[src/rtl/vbrc_pkg.sv]
// vbrc_pkg: shared types and codes of the virtio block request checker
// no dependencies; used by the interfaces and every module under rtl
`timescale 1ns / 1ps

package vbrc_pkg;

    localparam int unsigned LEN_W    = 32;
    localparam int unsigned TYPE_W   = 32;
    localparam int unsigned SECTOR_W = 64;
    localparam int unsigned OUTC_W   = 3;
    localparam int unsigned BUFCNT_W = 8;
    localparam int unsigned POS_W    = 8;
    localparam int unsigned CFG_IDX_W  = 1;
    localparam int unsigned CFG_DATA_W = 64;

    // configuration register indexes
    localparam logic [CFG_IDX_W-1:0] REG_CAPACITY  = 1'd0;
    localparam logic [CFG_IDX_W-1:0] REG_READ_ONLY = 1'd1;

    // header request types
    localparam logic [TYPE_W-1:0] TYPE_IN    = 32'd0;
    localparam logic [TYPE_W-1:0] TYPE_OUT   = 32'd1;
    localparam logic [TYPE_W-1:0] TYPE_GETID = 32'd8;

    typedef enum logic [1:0] {
        KIND_READ    = 2'd0,
        KIND_WRITE   = 2'd1,
        KIND_GETID   = 2'd2,
        KIND_UNKNOWN = 2'd3
    } t_kind;

    typedef enum logic [OUTC_W-1:0] {
        OUT_READ   = 3'd0,
        OUT_WRITE  = 3'd1,
        OUT_GETID  = 3'd2,
        OUT_FAIL   = 3'd3,
        OUT_ABORT  = 3'd4,
        OUT_IGNORE = 3'd5
    } t_outcome;

    localparam logic [POS_W-1:0] POS_MAX = '1;

    typedef struct packed {
        logic [LEN_W-1:0]    desc_len;
        logic                desc_write_only;
        logic                desc_last;
        logic [TYPE_W-1:0]   hdr_type;
        logic [SECTOR_W-1:0] hdr_sector;
    } t_word;

    typedef struct packed {
        logic [OUTC_W-1:0]   outcome;
        logic [SECTOR_W-1:0] first_sector_out;
        logic [SECTOR_W-1:0] sector_count;
        logic [BUFCNT_W-1:0] data_buffer_count;
    } t_result;

endpackage

[src/rtl/vbrc_res_if.sv]
// vbrc_res_if: valid/ready channel carrying one request outcome word
// depends on vbrc_pkg for field widths
`timescale 1ns / 1ps

interface vbrc_res_if;
    import vbrc_pkg::*;

    logic                valid;
    logic                ready;
    logic [OUTC_W-1:0]   outcome;
    logic [SECTOR_W-1:0] first_sector_out;
    logic [SECTOR_W-1:0] sector_count;
    logic [BUFCNT_W-1:0] data_buffer_count;

    modport source (
        output valid, outcome, first_sector_out, sector_count, data_buffer_count,
        input  ready
    );
    modport sink (
        input  valid, outcome, first_sector_out, sector_count, data_buffer_count,
        output ready
    );
endinterface

[src/rtl/vbrc_chain.sv]
// vbrc_chain: per-chain state, sector sum, outcome decision and result register
// depends on vbrc_pkg and vbrc_res_if; fed by vbrc_front
`timescale 1ns / 1ps

module vbrc_chain #(
    parameter int unsigned MAX_DESCRIPTORS = 128,
    parameter int unsigned HEADER_BYTES    = 16,
    parameter int unsigned SECTOR_BYTES    = 512,
    parameter int unsigned ID_BYTES        = 20
) (
    input  logic                              i_clk,
    input  logic                              i_rst_n,
    input  logic                              i_cfg_we,
    input  logic [vbrc_pkg::CFG_IDX_W-1:0]    i_cfg_idx,
    input  logic [vbrc_pkg::CFG_DATA_W-1:0]   i_cfg_data,
    input  logic                              i_mid_valid,
    output logic                              o_mid_ready,
    input  vbrc_pkg::t_word                   i_mid,
    input  logic [32-$clog2(SECTOR_BYTES):0]  i_quot,
    vbrc_res_if.source                        o_res
);
    import vbrc_pkg::*;

    logic [SECTOR_W-1:0] r_capacity;
    logic                r_read_only;

    logic [POS_W-1:0]    r_pos;
    logic                r_hdr_bad;
    t_kind               r_kind;
    logic [SECTOR_W-1:0] r_saved;
    logic [SECTOR_W-1:0] r_sum;
    logic                r_fault;

    logic                r_out_valid;
    t_result             r_out;

    logic                w_take;
    logic                w_first;
    logic [POS_W-1:0]    n_pos;
    logic                n_hdr_bad;
    t_kind               w_type_kind;
    t_kind               w_kind;
    logic [SECTOR_W-1:0] w_saved;
    logic [SECTOR_W-1:0] w_sum;
    logic                w_fault;
    logic                w_status_ok;
    logic                w_rem_ok;
    logic [LEN_W-1:0]    w_back;
    logic [SECTOR_W:0]   w_add;
    logic [SECTOR_W-1:0] w_sum_sat;
    logic                w_dir_bad;
    logic [SECTOR_W-1:0] w_last_sec;
    t_outcome            w_outcome;
    logic                w_dispatch;

    assign o_mid_ready = !i_mid.desc_last || !r_out_valid || o_res.ready;
    assign w_take      = i_mid_valid && o_mid_ready;
    assign w_first     = (r_pos == '0);
    assign n_pos       = (r_pos == POS_MAX) ? POS_MAX : r_pos + POS_W'(1);

    always_comb begin
        unique case (i_mid.hdr_type)
            TYPE_IN:    w_type_kind = KIND_READ;
            TYPE_OUT:   w_type_kind = KIND_WRITE;
            TYPE_GETID: w_type_kind = KIND_GETID;
            default:    w_type_kind = KIND_UNKNOWN;
        endcase
    end

    assign n_hdr_bad = i_mid.desc_write_only || (i_mid.desc_len != LEN_W'(HEADER_BYTES));
    assign w_kind    = w_first ? w_type_kind : r_kind;
    assign w_saved   = w_first ? i_mid.hdr_sector : r_saved;
    assign w_sum     = w_first ? '0 : r_sum;
    assign w_fault   = w_first ? 1'b0 : r_fault;

    // data buffer checks
    assign w_back    = LEN_W'(i_quot) * LEN_W'(SECTOR_BYTES);
    assign w_rem_ok  = (w_back == i_mid.desc_len);
    assign w_add     = {1'b0, r_sum} + (SECTOR_W + 1)'(i_quot);
    assign w_sum_sat = w_add[SECTOR_W] ? '1 : w_add[SECTOR_W-1:0];
    assign w_dir_bad = ((r_kind == KIND_READ) && !i_mid.desc_write_only)
                    || ((r_kind == KIND_WRITE) && i_mid.desc_write_only);

    assign w_status_ok = (i_mid.desc_len == LEN_W'(1)) && i_mid.desc_write_only;
    assign w_last_sec  = w_saved + w_sum - SECTOR_W'(1);

    always_comb begin
        priority if ((w_first ? n_hdr_bad : r_hdr_bad)) begin
            w_outcome = OUT_ABORT;
        end else if (32'(n_pos) > 32'(MAX_DESCRIPTORS)) begin
            w_outcome = OUT_ABORT;
        end else if (w_kind == KIND_UNKNOWN) begin
            w_outcome = OUT_IGNORE;
        end else if (w_kind == KIND_GETID) begin
            if (n_pos != POS_W'(3) || !w_status_ok) begin
                w_outcome = OUT_ABORT;
            end else begin
                w_outcome = w_fault ? OUT_FAIL : OUT_GETID;
            end
        end else if (n_pos < POS_W'(3) || !w_status_ok) begin
            w_outcome = OUT_ABORT;
        end else if (w_fault || w_sum == '0) begin
            w_outcome = OUT_FAIL;
        end else if (w_last_sec < w_saved || w_last_sec >= r_capacity) begin
            w_outcome = OUT_FAIL;
        end else if (w_kind == KIND_WRITE && r_read_only) begin
            w_outcome = OUT_FAIL;
        end else begin
            w_outcome = (w_kind == KIND_READ) ? OUT_READ : OUT_WRITE;
        end
    end

    assign w_dispatch = (w_outcome == OUT_READ) || (w_outcome == OUT_WRITE);

    always_ff @(posedge i_clk) begin
        if (!i_rst_n) begin
            r_capacity  <= '0;
            r_read_only <= 1'b0;
        end else if (i_cfg_we) begin
            unique case (i_cfg_idx)
                REG_CAPACITY:  r_capacity  <= i_cfg_data;
                REG_READ_ONLY: r_read_only <= i_cfg_data[0];
                default:       r_capacity  <= r_capacity;
            endcase
        end
    end

    always_ff @(posedge i_clk) begin
        if (!i_rst_n) begin
            r_pos       <= '0;
            r_hdr_bad   <= 1'b0;
            r_kind      <= KIND_READ;
            r_saved     <= '0;
            r_sum       <= '0;
            r_fault     <= 1'b0;
            r_out_valid <= 1'b0;
        end else begin
            if (w_take) begin
                r_pos <= i_mid.desc_last ? '0 : n_pos;
                if (w_first) begin
                    r_hdr_bad <= n_hdr_bad;
                    r_kind    <= w_type_kind;
                    r_saved   <= i_mid.hdr_sector;
                    r_sum     <= '0;
                    r_fault   <= 1'b0;
                end else if (!i_mid.desc_last) begin
                    if (r_kind == KIND_READ || r_kind == KIND_WRITE) begin
                        r_sum <= w_sum_sat;
                        if (!w_rem_ok || w_dir_bad) begin
                            r_fault <= 1'b1;
                        end
                    end else if (r_kind == KIND_GETID && r_pos == POS_W'(1)) begin
                        if (i_mid.desc_len != LEN_W'(ID_BYTES) || !i_mid.desc_write_only) begin
                            r_fault <= 1'b1;
                        end
                    end
                end
            end
            if (w_take && i_mid.desc_last) begin
                r_out_valid <= 1'b1;
            end else if (o_res.ready) begin
                r_out_valid <= 1'b0;
            end
        end
    end

    always_ff @(posedge i_clk) begin
        if (w_take && i_mid.desc_last) begin
            r_out.outcome           <= w_outcome;
            r_out.first_sector_out  <= w_dispatch ? w_saved : '0;
            r_out.sector_count      <= w_dispatch ? w_sum : '0;
            r_out.data_buffer_count <= w_dispatch ? BUFCNT_W'(n_pos - POS_W'(2)) : '0;
        end
    end

    assign o_res.valid             = r_out_valid;
    assign o_res.outcome           = r_out.outcome;
    assign o_res.first_sector_out  = r_out.first_sector_out;
    assign o_res.sector_count      = r_out.sector_count;
    assign o_res.data_buffer_count = r_out.data_buffer_count;

endmodule

[src/flat_wrapper.sv]
// flat-port wrapper written by rule: the top's interface ports become plain ports
module vbrc_chain_flat import vbrc_pkg::*;
#(
    parameter int unsigned MAX_DESCRIPTORS = 128,
    parameter int unsigned HEADER_BYTES    = 16,
    parameter int unsigned SECTOR_BYTES    = 512,
    parameter int unsigned ID_BYTES        = 20
)
  (i_clk, i_rst_n, i_cfg_we, i_cfg_idx, i_cfg_data, i_mid_valid, o_mid_ready, i_mid, i_quot, o_res_valid, o_res_outcome, o_res_first_sector_out, o_res_sector_count, o_res_data_buffer_count, o_res_ready);
  vbrc_res_if o_res_i ();
  input  logic i_clk;
  input  logic i_rst_n;
  input  logic i_cfg_we;
  input  logic [vbrc_pkg::CFG_IDX_W-1:0] i_cfg_idx;
  input  logic [vbrc_pkg::CFG_DATA_W-1:0] i_cfg_data;
  input  logic i_mid_valid;
  output logic o_mid_ready;
  input  vbrc_pkg::t_word i_mid;
  input  logic [32-$clog2(SECTOR_BYTES):0] i_quot;
  output wire logic [$bits(o_res_i.valid)-1:0] o_res_valid;
  output wire logic [$bits(o_res_i.outcome)-1:0] o_res_outcome;
  output wire logic [$bits(o_res_i.first_sector_out)-1:0] o_res_first_sector_out;
  output wire logic [$bits(o_res_i.sector_count)-1:0] o_res_sector_count;
  output wire logic [$bits(o_res_i.data_buffer_count)-1:0] o_res_data_buffer_count;
  input wire logic [$bits(o_res_i.ready)-1:0] o_res_ready;
  assign o_res_valid = o_res_i.valid;
  assign o_res_outcome = o_res_i.outcome;
  assign o_res_first_sector_out = o_res_i.first_sector_out;
  assign o_res_sector_count = o_res_i.sector_count;
  assign o_res_data_buffer_count = o_res_i.data_buffer_count;
  assign o_res_i.ready = o_res_ready;
  vbrc_chain #(.MAX_DESCRIPTORS(MAX_DESCRIPTORS), .HEADER_BYTES(HEADER_BYTES), .SECTOR_BYTES(SECTOR_BYTES), .ID_BYTES(ID_BYTES)) u_core (.i_clk(i_clk), .i_rst_n(i_rst_n), .i_cfg_we(i_cfg_we), .i_cfg_idx(i_cfg_idx), .i_cfg_data(i_cfg_data), .i_mid_valid(i_mid_valid), .o_mid_ready(o_mid_ready), .i_mid(i_mid), .i_quot(i_quot), .o_res(o_res_i));
endmodule
[config.mk]
export PLATFORM = sky130hd
export DESIGN_NAME = vbrc_chain_flat
export DESIGN_NICKNAME = d
export VERILOG_FILES = /design/src/rtl/vbrc_pkg.sv /design/src/rtl/vbrc_res_if.sv /design/src/rtl/vbrc_chain.sv /design/src/flat_wrapper.sv
export SDC_FILE = /design/constraint.sdc
export NUM_CORES = 1
export LEC_CHECK = 0
export BUFFER_PORTS_ARGS = -buffer_cell sky130_fd_sc_hd__buf_4
export CAP_MARGIN = 25
export CORE_MARGIN = 5
export CORE_UTILIZATION = 57
export CTS_BUF_LIST = sky130_fd_sc_hd__clkbuf_8
export CTS_CLUSTER_SIZE = 40
export DETAILED_ROUTE_END_ITERATION = 10
export PLACE_DENSITY = 0.76
export SLEW_MARGIN = 25
export SYNTH_ARGS = -nofsm -noshare
export SYNTH_HDL_FRONTEND = slang
export SYNTH_SLANG_ARGS = --single-unit
[constraint.sdc]
create_clock -name i_clk -period 15 [get_ports i_clk]
set_input_delay 0.75 -clock i_clk [delete_from_list [all_inputs] [get_ports i_clk]]
set_output_delay 0.75 -clock i_clk [all_outputs]
set_load 0.1 [all_outputs]
* Word level (Yosys, flattened, before mapping)
Cells that the tools add are included. W data, S select, Z words.
Operators by class: mux-type cells 31, $add $sub $neg 5, reduce and logical (&&, ||, !) cells 38, equal/unequal tests 17, order comparisons 4, bitwise logic cells 1
Operators with widths (count):
- $mux W64 | 6
- $add A64 B24 Y65 | 1
- $add A64 B64 Y64 | 1
- $eq A32 B1 Y1 const B | 2
- $ge A64 B64 Y1 | 1
- $logic_not A64 Y1 | 1
- $lt A64 B64 Y1 | 1
- $ne A32 B5 Y1 const B | 2
- $sub A64 B1 Y64 const B | 1
- $eq A32 B32 Y1 | 1
- $eq A32 B4 Y1 const B | 1
- $logic_not A32 Y1 | 1
- $mux W3 | 9
- $mux W8 | 2
- $logic_or A1 B1 Y1 | 12
- $mux W1 | 12
- $add A8 B1 Y8 const B | 1
- $eq A8 B1 Y1 const B | 1
- $eq A8 B8 Y1 const B | 1
- $gt A8 B8 Y1 const B | 1
- $logic_not A8 Y1 | 1
- $lt A8 B2 Y1 const B | 1
- $ne A8 B2 Y1 const B | 1
- $sub A8 B2 Y8 const B | 1
- 17 further kinds | 34
Word-level totals: logic and storage cells 109, output and inout bits 141, register bits 345

* Logic depth before layout (Yosys ltp)
Gate-level depths: netlist (run 1).
depth in word-level cells 15, depth in mapped cells 35, gate-level depth less buffers 29

* Worst setup path before layout (run 1)
No wires, ideal clock.
path kind flip-flop to flip-flop, start reg u_core.r_out_valid (netlist: u_core.o_res.valid), end reg u_core.o_res.data_buffer_count[0] (netlist name), data arrival time 7932 ps, path slack 6426 ps, path buffers 1, clock period less this slack 8574 ps, data required time 14359 ps, stages on the path, launching flop included 6, cell sequence dfxtp_1 -> nor2b_1 -> nand2_1 -> nand2_1 -> clkbuf_1 -> nor2_1
On the way: longest elaborated chain between the ends 5
RTL lines:
- start, declared | line vbrc_chain.sv:34 | logic r_out_valid;
- start signal, assigned | line vbrc_chain.sv:136 | r_out_valid <= 1'b0;
- start signal, assigned | line vbrc_chain.sv:160 | r_out_valid <= 1'b1;
- start signal, assigned | line vbrc_chain.sv:162 | r_out_valid <= 1'b0;
- $logic_not A1 Y1 | line vbrc_chain.sv:56 | assign o_mid_ready = !i_mid.desc_last || !r_out_valid || o_res.ready;
- $logic_or A1 B1 Y1 (2 in series) | line vbrc_chain.sv:56
- named net o_mid_ready | line flat_wrapper.sv:17 | output logic o_mid_ready;
- $logic_and A1 B1 Y1 | line vbrc_chain.sv:57 | assign w_take = i_mid_valid && o_mid_ready;
- $logic_and A1 B1 Y1 | line vbrc_chain.sv:168 | if (w_take && i_mid.desc_last) begin
The timed path passes the listed nets, and every way through them passes these cells. A chain may end at the register's enable or synchronous reset.

* Final worst setup path (run 1)
start reg u_core.r_pos[7], end reg u_core.o_res.data_buffer_count[3] (netlist name)
On the way: longest elaborated chain between the ends 15, elaborated cells on any way between the ends 41
RTL lines:
- start, declared | line vbrc_chain.sv:27 | logic [POS_W-1:0] r_pos;
- start signal, assigned | line vbrc_chain.sv:139 | r_pos <= i_mid.desc_last ? '0 : n_pos;
- $logic_not A8 Y1 | line vbrc_chain.sv:58 | assign w_first = (r_pos == '0);
- $mux W64, on equally long branches
- $add A64 B64 Y64 | line vbrc_chain.sv:85 | assign w_last_sec = w_saved + w_sum - SECTOR_W'(1);
- $sub A64 B1 Y64 | line vbrc_chain.sv:85
- $lt A64 B64 Y1 or $ge A64 B64 Y1 (tied branches) | line vbrc_chain.sv:104 | end else if (w_last_sec < w_saved || w_last_sec >= r_capacity) begin
- $logic_or A1 B1 Y1 | line vbrc_chain.sv:104
- $mux W3 | line vbrc_chain.sv:104
- $mux W3 | line vbrc_chain.sv:102 | end else if (w_fault || w_sum == '0) begin
- $mux W3 | line vbrc_chain.sv:100 | end else if (n_pos < POS_W'(3) || !w_status_ok) begin
- $mux W3 | line vbrc_chain.sv:94 | end else if (w_kind == KIND_GETID) begin
- $mux W3 | line vbrc_chain.sv:92 | end else if (w_kind == KIND_UNKNOWN) begin
- $mux W3 | line vbrc_chain.sv:90 | end else if (32'(n_pos) > 32'(MAX_DESCRIPTORS)) begin
- $mux W3 | line vbrc_chain.sv:88 | priority if ((w_first ? n_hdr_bad : r_hdr_bad)) begin
- $eq A3 B1 Y1 or $logic_not A3 Y1 (tied branches) | line vbrc_chain.sv:113 | assign w_dispatch = (w_outcome == OUT_READ) || (w_outcome == OUT_WRITE);
- $logic_or A1 B1 Y1 | line vbrc_chain.sv:113
Parallel ways exist; a longest one is shown, timed or not.

==> results of run 1 <==
[worst min path at each step]
stage | from | end | slack (ns) | cells past startpoint
floorplan | u_core.r_saved[34]$_SDFFE_PN0P_ | u_core.r_saved[34]$_SDFFE_PN0P_ | 0.44 | 2
global placement | u_core.r_saved[57]$_SDFFE_PN0P_ | u_core.r_saved[57]$_SDFFE_PN0P_ | 0.45 | 2
detailed placement | u_core.r_saved[48]$_SDFFE_PN0P_ | u_core.r_saved[48]$_SDFFE_PN0P_ | 0.46 | 2
CTS | i_mid[62] | u_core.r_saved[62]$_SDFFE_PN0P_ | 0.28 | 3
global route | i_mid[59] | u_core.r_saved[59]$_SDFFE_PN0P_ | 0.32 | 3
finish | i_mid[59] | u_core.r_saved[59]$_SDFFE_PN0P_ | 0.32 | 3
[tightest hold or removal path, delay by kind of cell]
kind / cells / cell delay (ns)
and+or+nand+nor: 1 / 0.04
AOI/OAI and AO/OA: 1 / 0.06
buffers and inverters: 1 / 0.11
[routing by layer]
metal  global-route usage  up-vias
met3               0.0585      170
met5                    0        -
li1                     -    11002
met4                0.104        0
met2                0.510     1106
met1                0.480    11004
[flip-flops by register name, indices dropped and copies added, names as in the netlist]
register	flops
u_core.o_res.data_buffer_count	8
u_core.r_sum	64
u_core.o_res.sector_count	64
u_core.r_read_only	1
u_core.r_fault	1
u_core.r_hdr_bad	1
u_core.o_res.first_sector_out	64
u_core.r_kind	2
u_core.o_res.outcome	3
u_core.r_pos	8
u_core.o_res.valid	1
u_core.r_capacity	64
u_core.r_saved	64
[final cells by class]
type / count / area, sq um / area share
Sequential cell: 345 / 8300 / 0.290
Inverter: 220 / 826 / 0.0289
Multi-Input combinational cell: 2207 / 14700 / 0.515
Clock buffer: 61 / 840 / 0.0293
Antenna cell: 1 / 2.50 / 0.0000875
Clock inverter: 49 / 369 / 0.0129
Tap cell: 539 / 674 / 0.0236
Timing Repair Buffer: 380 / 2850 / 0.0997
[through the flow]
step	utilization	hold slack, ns	area [sq um]	power (W)
2_1_floorplan	-	0.443	24400	0.00183
3_5_place_dp	0.650	0.457	27400	0.00214
5_1_grt	0.679	0.316	28600	0.00320
4_1_cts	0.679	0.279	28600	0.00303
3_3_place_gp	0.650	0.450	27400	0.00212
6_report	0.679	0.319	28600	0.00303
[cells in the final DEF (no fill, tap or decap), types with 13 or more instances in the layout]
cell | synthesis | layout
xnor2_1 | 91 | 91
clkbuf_8 | 0 | 61
inv_1 | 220 | 233
nand4_1 | 59 | 59
a21oi_1 | 155 | 155
xor2_1 | 33 | 33
dfxtp_1 | 206 | 206
nor4_1 | 46 | 45
and3_1 | 28 | 27
o21ai_0 | 125 | 125
nor2_1 | 102 | 99
edfxtp_1 | 139 | 139
and2_1 | 15 | 14
o21bai_1 | 15 | 15
a21boi_0 | 136 | 136
a31oi_1 | 24 | 24
nor3_1 | 124 | 123
clkinv_2 | 0 | 13
nor3b_1 | 58 | 58
buf_4 | 15 | 380
a211oi_1 | 20 | 20
ha_1 | 263 | 263
o211ai_1 | 18 | 18
nand2_1 | 501 | 499
o21a_1 | 15 | 15
nor2b_1 | 19 | 18
a21o_1 | 73 | 73
mux2i_1 | 68 | 68
nand3_1 | 67 | 66
[power by group through the flow]
stage | clock network, W | logic (W) | registers [W]
finish | 0.000888 | 0.00112 | 0.00103
CTS | 0.000899 | 0.00110 | 0.00103
floorplan | 0 | 0.000679 | 0.00115
global route | 0.000945 | 0.00123 | 0.00103
detailed placement | 0 | 0.00109 | 0.00105
global placement | 0 | 0.00107 | 0.00105
[logic make-up after synthesis]
logic type,after synthesis
compound gates,683
mux,69
flops,345
fa+ha+maj,266
buf+inv,361
simple gates,1065
xor+xnor,124
==> summary.txt, run 1 <==
Timing
  – TNS Setup: 0 ns
  – Clock Skews: 0.0593 ns
  – Slew Viols, Final: 0
  – Tmin final: ~10 ns
  – # setup viols final: 0
  – Slew HR: 0.284
  – Fmax: between 0.1 and 0.15 GHz
  – Crit share post-route: 0.665
  – Final Hold Viols: 0
  – RSZ-0062 raised after global routing: no
  – Worst setup margin: between 5 and 6 ns
  – Worst slew pin tran: 1.07 ns

Route
  – Met1 wire length: 35,600 microns
  – Vias per cell: 6.12
  – Routed length on met2: 35,600 microns
  – Starting DRC count in detailed routing: approximately 2,300
  – Routed wire per std cell: 21.4 microns
  – Routed wl met3: about 7500 microns
  – Highest routed layer: met4
  – Drc violations: 0
  – Total vias in the final route: roughly 23,000
  – Drt first pass iters: 6
  – Final wirelength: about 81,000 microns
  – ANT nets after route: 0

Power
  – Internal power: around 0.0019 W
  – Reg power frac: 0.339
  – Worst vdd ir: 0.0814 mV
  – Pleak: 12.4 nW
  – Clock Power Share: 0.293
  – Gate power share: 0.368
  – Sw frac: 0.376
  – Switching power total: between 0.001 and 0.0015 W
  – Pwr dens: around 110 nW/um^2

CTS
  – Htree depth: 2
  – Clk pin slew, worst setup/hold paths: around 0.070 ns
  – Hold Buf Count CTS: 0
  – Root Driver: clkbuf_8
  – CTS max path bufs: 3
  – Post-CTS Setup Repair Bufs: 0
  – TritonCTS Buffers: just under 60
  – Clock latency on the worst-skew pair: 0.70 ns
  – # resized after CTS: 0
  – Clock sinks: 345
  – CTS tree: built

Synthesis
  – Cell Area, Synth: 24,400 sq um
  – Proportion of synthesized area in mux cells: 0.0285
  – Share of the synthesized area in the top cell type: 0.171
  – #FFs+latches synth: 345
  – Async set-reset flop share out of synthesis: 0
  – Number of synthesized flops with an enable pin: about 140
  – Seq/Total Area, Yosys: 0.340
  – Top FF cell, synth: dfxtp_1
  – Cell taking the most area after synthesis: edfxtp_1
  – Area contributors post-synth: edfxtp_1 17%, dfxtp_1 17%, ha_1 13%, nand2_1 7.7%, a21boi_0 4.2%
  – Post-Syn Nets: approximately 3,400
  – Most common cell in the netlist: nand2_1
  – Synthesized-area fraction occupied by adder cells: 0.137
  – Main combinational cell family by area after synthesis: simple AND/OR/NAND/NOR gates
  – Syn Inst Count: ~2,900
  – Post-synthesis cell type count: 76
  – Synth Area in Simple Gates: 0.206
  – Synth Area in XOR/XNOR: 0.0445
  – Warnings from Yosys: 0
  – Compound-Gate Fraction of Synth Area: 0.185
  – Post-synth top cells: 501 x nand2_1, 263 x ha_1, 220 x inv_1
  – Syn avg cell area: between 8 and 9 sq um

Worst setup path
  – Critical R2R Capture: u_core.o_res.data_buffer_count[3]$_SDFFCE_PN0P_
  – Critical path startpoint: u_core.r_pos[7]$_SDFFE_PN0P_
  – CP Class: reg2reg
  – Slowest-stage cell, CP: buf_4
  – Worst EP required: roughly 15 ns
  – Critical path depth in cells: 28
  – Reg2reg setup slack: roughly 5 ns
  – Critical Path AT: between 10 and 15 ns
  – Worst Path Max Fanout: between 70 and 80
  – Crit. End Element: flip-flop
  – Crit start category: flip-flop
  – R2r startpoint: u_core.r_pos[7]$_SDFFE_PN0P_
  – CP top delay family: compound AO/OA/AOI/OAI gates
  – Critical Path End: u_core.o_res.data_buffer_count[3]$_SDFFCE_PN0P_
  – Crit-path max cell delay: 0.74 ns
  – CP Buf/Inv Count: 4
  – Cells on worst reg2reg path: 28

Cells and area
  – Layout fillers: ~3,500
  – Non-Filler Instances: between 3,000 and 4,000
  – Layout cells sized above 1: 0.155
  – NumNets Final: 3,701
  – Area grow syn2layout: 17.3%

Die
  – # IOs: between 300 and 400
  – Initial Utilization: 0.579
  – Num rows: 75
  – Die area: between 40,000 and 50,000 sq um
  – CORE AREA: ~42,000 sq um
  – Die X: about 220 microns
  – Die span in y: between 200 and 250 microns

GRT
  – Largest net degree at the start of global routing: between 90 and 100
  – First-pass GRT wire length: between 100,000 and 150,000 microns
  – GRT overflow: 0
  – Vias in the first global route: 22,262
  – Initial antenna violation count: 1
  – Total GRT Usage: 0.332

Place
  – Post-place setup slack: 5.14 ns
  – Port bufs: approximately 360
  – DP HPWL: ~62,000 microns
  – RePlAce Congestion: between 0.9 and 1
  – Placed insts: around 3,700

Run status
  – Status: completed

Min path
  – HP Class: in2reg

Flow run
  – Max-Cap Viols: 0
No activity file was read; power rests on OpenSTA's default activity.
==> inputs of run 2 (changes only) <==
Clock period 15 ns to 9.61 ns, I/O delays scaled along.
==> summary.txt, run 2 (synthesis gave the netlist of run 1 again) <==
Timing
  – TNS Setup: 0 ns (unchanged)
  – Crit share post-route: 0.931 (+0.266)
  – Final Hold Viols: 0 (unchanged)
  – Slew Viols, Final: 0 (unchanged)
  – Worst setup margin: 0.662 ns (-4.37 ns)
  – Slew HR: 0.265 (-0.0194)
  – RSZ-0062 raised after global routing: no
  – Tmin final: 8.95 ns (-1.02 ns)
  – Fmax: 0.112 GHz (+11%)
  – # setup viols final: 0 (unchanged)
  – Clock Skews: 0.0620 ns (+0.00269 ns)
  – Worst slew pin tran: 1.09 ns (+0.0190 ns)

Die
  – # IOs: 365 (unchanged)
  – Die area: 47,000 sq um (unchanged)
  – CORE AREA: 42,100 sq um (unchanged)
  – Die X: 217 microns (unchanged)
  – Die span in y: 217 microns (unchanged)
  – Num rows: 75 (unchanged)
  – Initial Utilization: 0.579 (unchanged)

Min path
  – Min-Delay Endpoint: u_core.r_saved[54]$_SDFFE_PN0P_
  – Worst hold start: i_mid[54]
  – HP Class: in2reg
  – Hold depth: 3 (unchanged)

Place
  – Post-place setup slack: 0.906 ns (-4.24 ns)
  – DP HPWL: 63,700 microns (+2.1%)
  – Port bufs: 364 (unchanged)
  – Placed inst area: 27,500 sq um (+0.48%)
  – RePlAce Congestion: 1.01 (+3.6%)

CTS
  – Clock latency on the worst-skew pair: 0.71 ns (about the same)
  – TritonCTS Buffers: 58 (unchanged)
  – Root Driver: clkbuf_8
  – # resized after CTS: 0 (unchanged)
  – CTS max path bufs: 3 (unchanged)
  – Htree depth: 2 (unchanged)
  – Post-CTS Setup Repair Bufs: 0 (unchanged)
  – CTS tree: built
  – Hold Buf Count CTS: 0 (unchanged)
  – Clock sinks: 345 (unchanged)
  – Clk pin slew, worst setup/hold paths: 0.06 ns (about the same)

Worst setup path
  – Worst EP required: 10.03 ns (-5.36 ns)
  – Reg2reg setup slack: 0.66 ns (-4.37 ns)
  – Worst Path Max Fanout: 87 (+14%)
  – Crit. End Element: flip-flop
  – CP Class: reg2reg
  – Cells on worst reg2reg path: 26 (-7.1%)
  – R2r startpoint: u_core.r_pos[2]$_SDFFE_PN0P_
  – Critical path startpoint: u_core.r_pos[2]$_SDFFE_PN0P_
  – Crit start category: flip-flop
  – Critical Path AT: 9.37 ns (-0.99 ns)
  – Critical R2R Capture: u_core.o_res.sector_count[43]$_SDFFCE_PN0P_

Power
  – Worst vdd ir: 0.139 mV (+70%)
  – Pwr dens: 167 nW/um^2 (+58%)
  – Pleak: 12.6 nW (+0.99%)

Cells and area
  – Area of the multi-input gates: 14,700 sq um (about the same)
  – Design area: 28,800 sq um (+0.73%)
  – Most frequent cells in the layout: 499 x nand2_1, 391 x buf_4, 263 x ha_1
  – Commonest non-fill, non-tap cell in the layout: nand2_1
  – Area grow syn2layout: 18.1%
  – Diode count: 0 (-1)
  – Layout fillers: 3,505 (+0.95%)
  – Register area: 8300 sq um (unchanged)
  – Layout cells sized above 1: 0.159 (+0.00417)
  – NumNets Final: 3,716 (+0.41%)

Route
  – Starting DRC count in detailed routing: 2,273 (-1.8%)
  – Total vias in the final route: 23,461 (+0.77%)
  – Final wirelength: 83,000 microns (+2.1%)
  – ANT nets after route: 0 (unchanged)
  – Routed wire per std cell: 21.8 microns (+1.7%)
  – Vias per cell: 6.15 (+0.40%)
  – Drt first pass iters: 8 (+2)
  – Drc violations: 0 (unchanged)

Flow run
  – Max-Cap Viols: 0 (unchanged)

GRT
  – Initial antenna violation count: 2 (+1)
  – Vias in the first global route: 22,588 (+1.5%)
  – Total GRT Usage: 0.337 (+0.00528)
  – Largest net degree at the start of global routing: 107 (+9.2%)
  – First-pass GRT wire length: 127,000 microns (+1.5%)
  – GRT overflow: 0 (unchanged)

Run status
  – Status: completed
-- run 2: cell count changes in the layout (fill, tap and decap cells not counted), sizes merged --
cell,before,now
inv,236,237
bufinv,5,4
diode,1,0
buf,380,395
clkbuf,61,70
clkinv,26,17
-- run 2: final cells by class --
type,instances,area share
Multi-Input combinational cell,2207,0.511
Inverter,220,0.0287
Tap cell,539,0.0234
Timing Repair Buffer,395,0.105
Clock inverter,40,0.0105
Clock buffer,70,0.0334
Sequential cell,345,0.288
-- run 2: worst max-delay path by stage --
stage                     depth (start not counted)                                              end
final                                            26      u_core.o_res.sector_count[43]$_SDFFCE_PN0P_
after global routing                             28      u_core.o_res.sector_count[42]$_SDFFCE_PN0P_
after CTS                                        26       u_core.o_res.sector_count[7]$_SDFFCE_PN0P_
after detailed placement                         26      u_core.o_res.sector_count[43]$_SDFFCE_PN0P_
after global placement                           28                u_core.o_res.outcome[1]$_DFFE_PP_
after floorplan                                   5  u_core.o_res.data_buffer_count[0]$_SDFFCE_PN0P_
-- run 2: worst max-delay path, cell delays in order (launching register included) --
cell and delay (ns):
dfxtp_1 0.40, nor4_4 0.36, and3_4 0.65, mux2i_1 0.25
ha_1 0.34, inv_1 0.04, ha_1 0.34, o211ai_1 0.11
o21ai_0 0.47, o21ai_0 0.39, a211o_1 0.37, and3_1 0.23
o41ai_4 0.58, a22oi_1 0.19, o21ai_1 0.39, a31oi_1 0.16
xnor2_1 0.17, ha_1 0.29, nand2_1 0.06, or3_1 0.39
or4_1 0.52, o41ai_1 0.51, nor4_1 0.22, nor2b_1 0.21
a221oi_4 0.39, buf_12 0.38, nor3b_1 0.14
-- run 2: where the power goes --
group          leakage (nW)  internal (W)  switching (W)
combinational          8.89      0.000659        0.00111
clock                 0.704      0.000777       0.000664
sequential             2.98       0.00157      0.0000326
-- run 2: per-stage QoR --
step                      std cells  total power, W  hold slack [ns]  utilization
after floorplan                2913         0.00285            0.443            -
after global placement         3705         0.00332            0.450        0.653
after detailed placement       3705         0.00336            0.457        0.653
after CTS                      3815         0.00480          0.00318        0.683
after global routing           3816         0.00507           0.0329        0.684
final                          3816         0.00482           0.0494        0.684
-- run 2: routing by layer --
| layer | track usage | vias to the layer above | routed length (microns) |
|---|---|---|---|
| li1 | - | 11000 | - |
| met1 | 0.473 | 11071 | 36000 |
| met2 | 0.527 | 1193 | 36300 |
| met3 | 0.0634 | 193 | 7850 |
| met4 | 0.114 | 4 | 2850 |
| met5 | 0 | - | 21 |
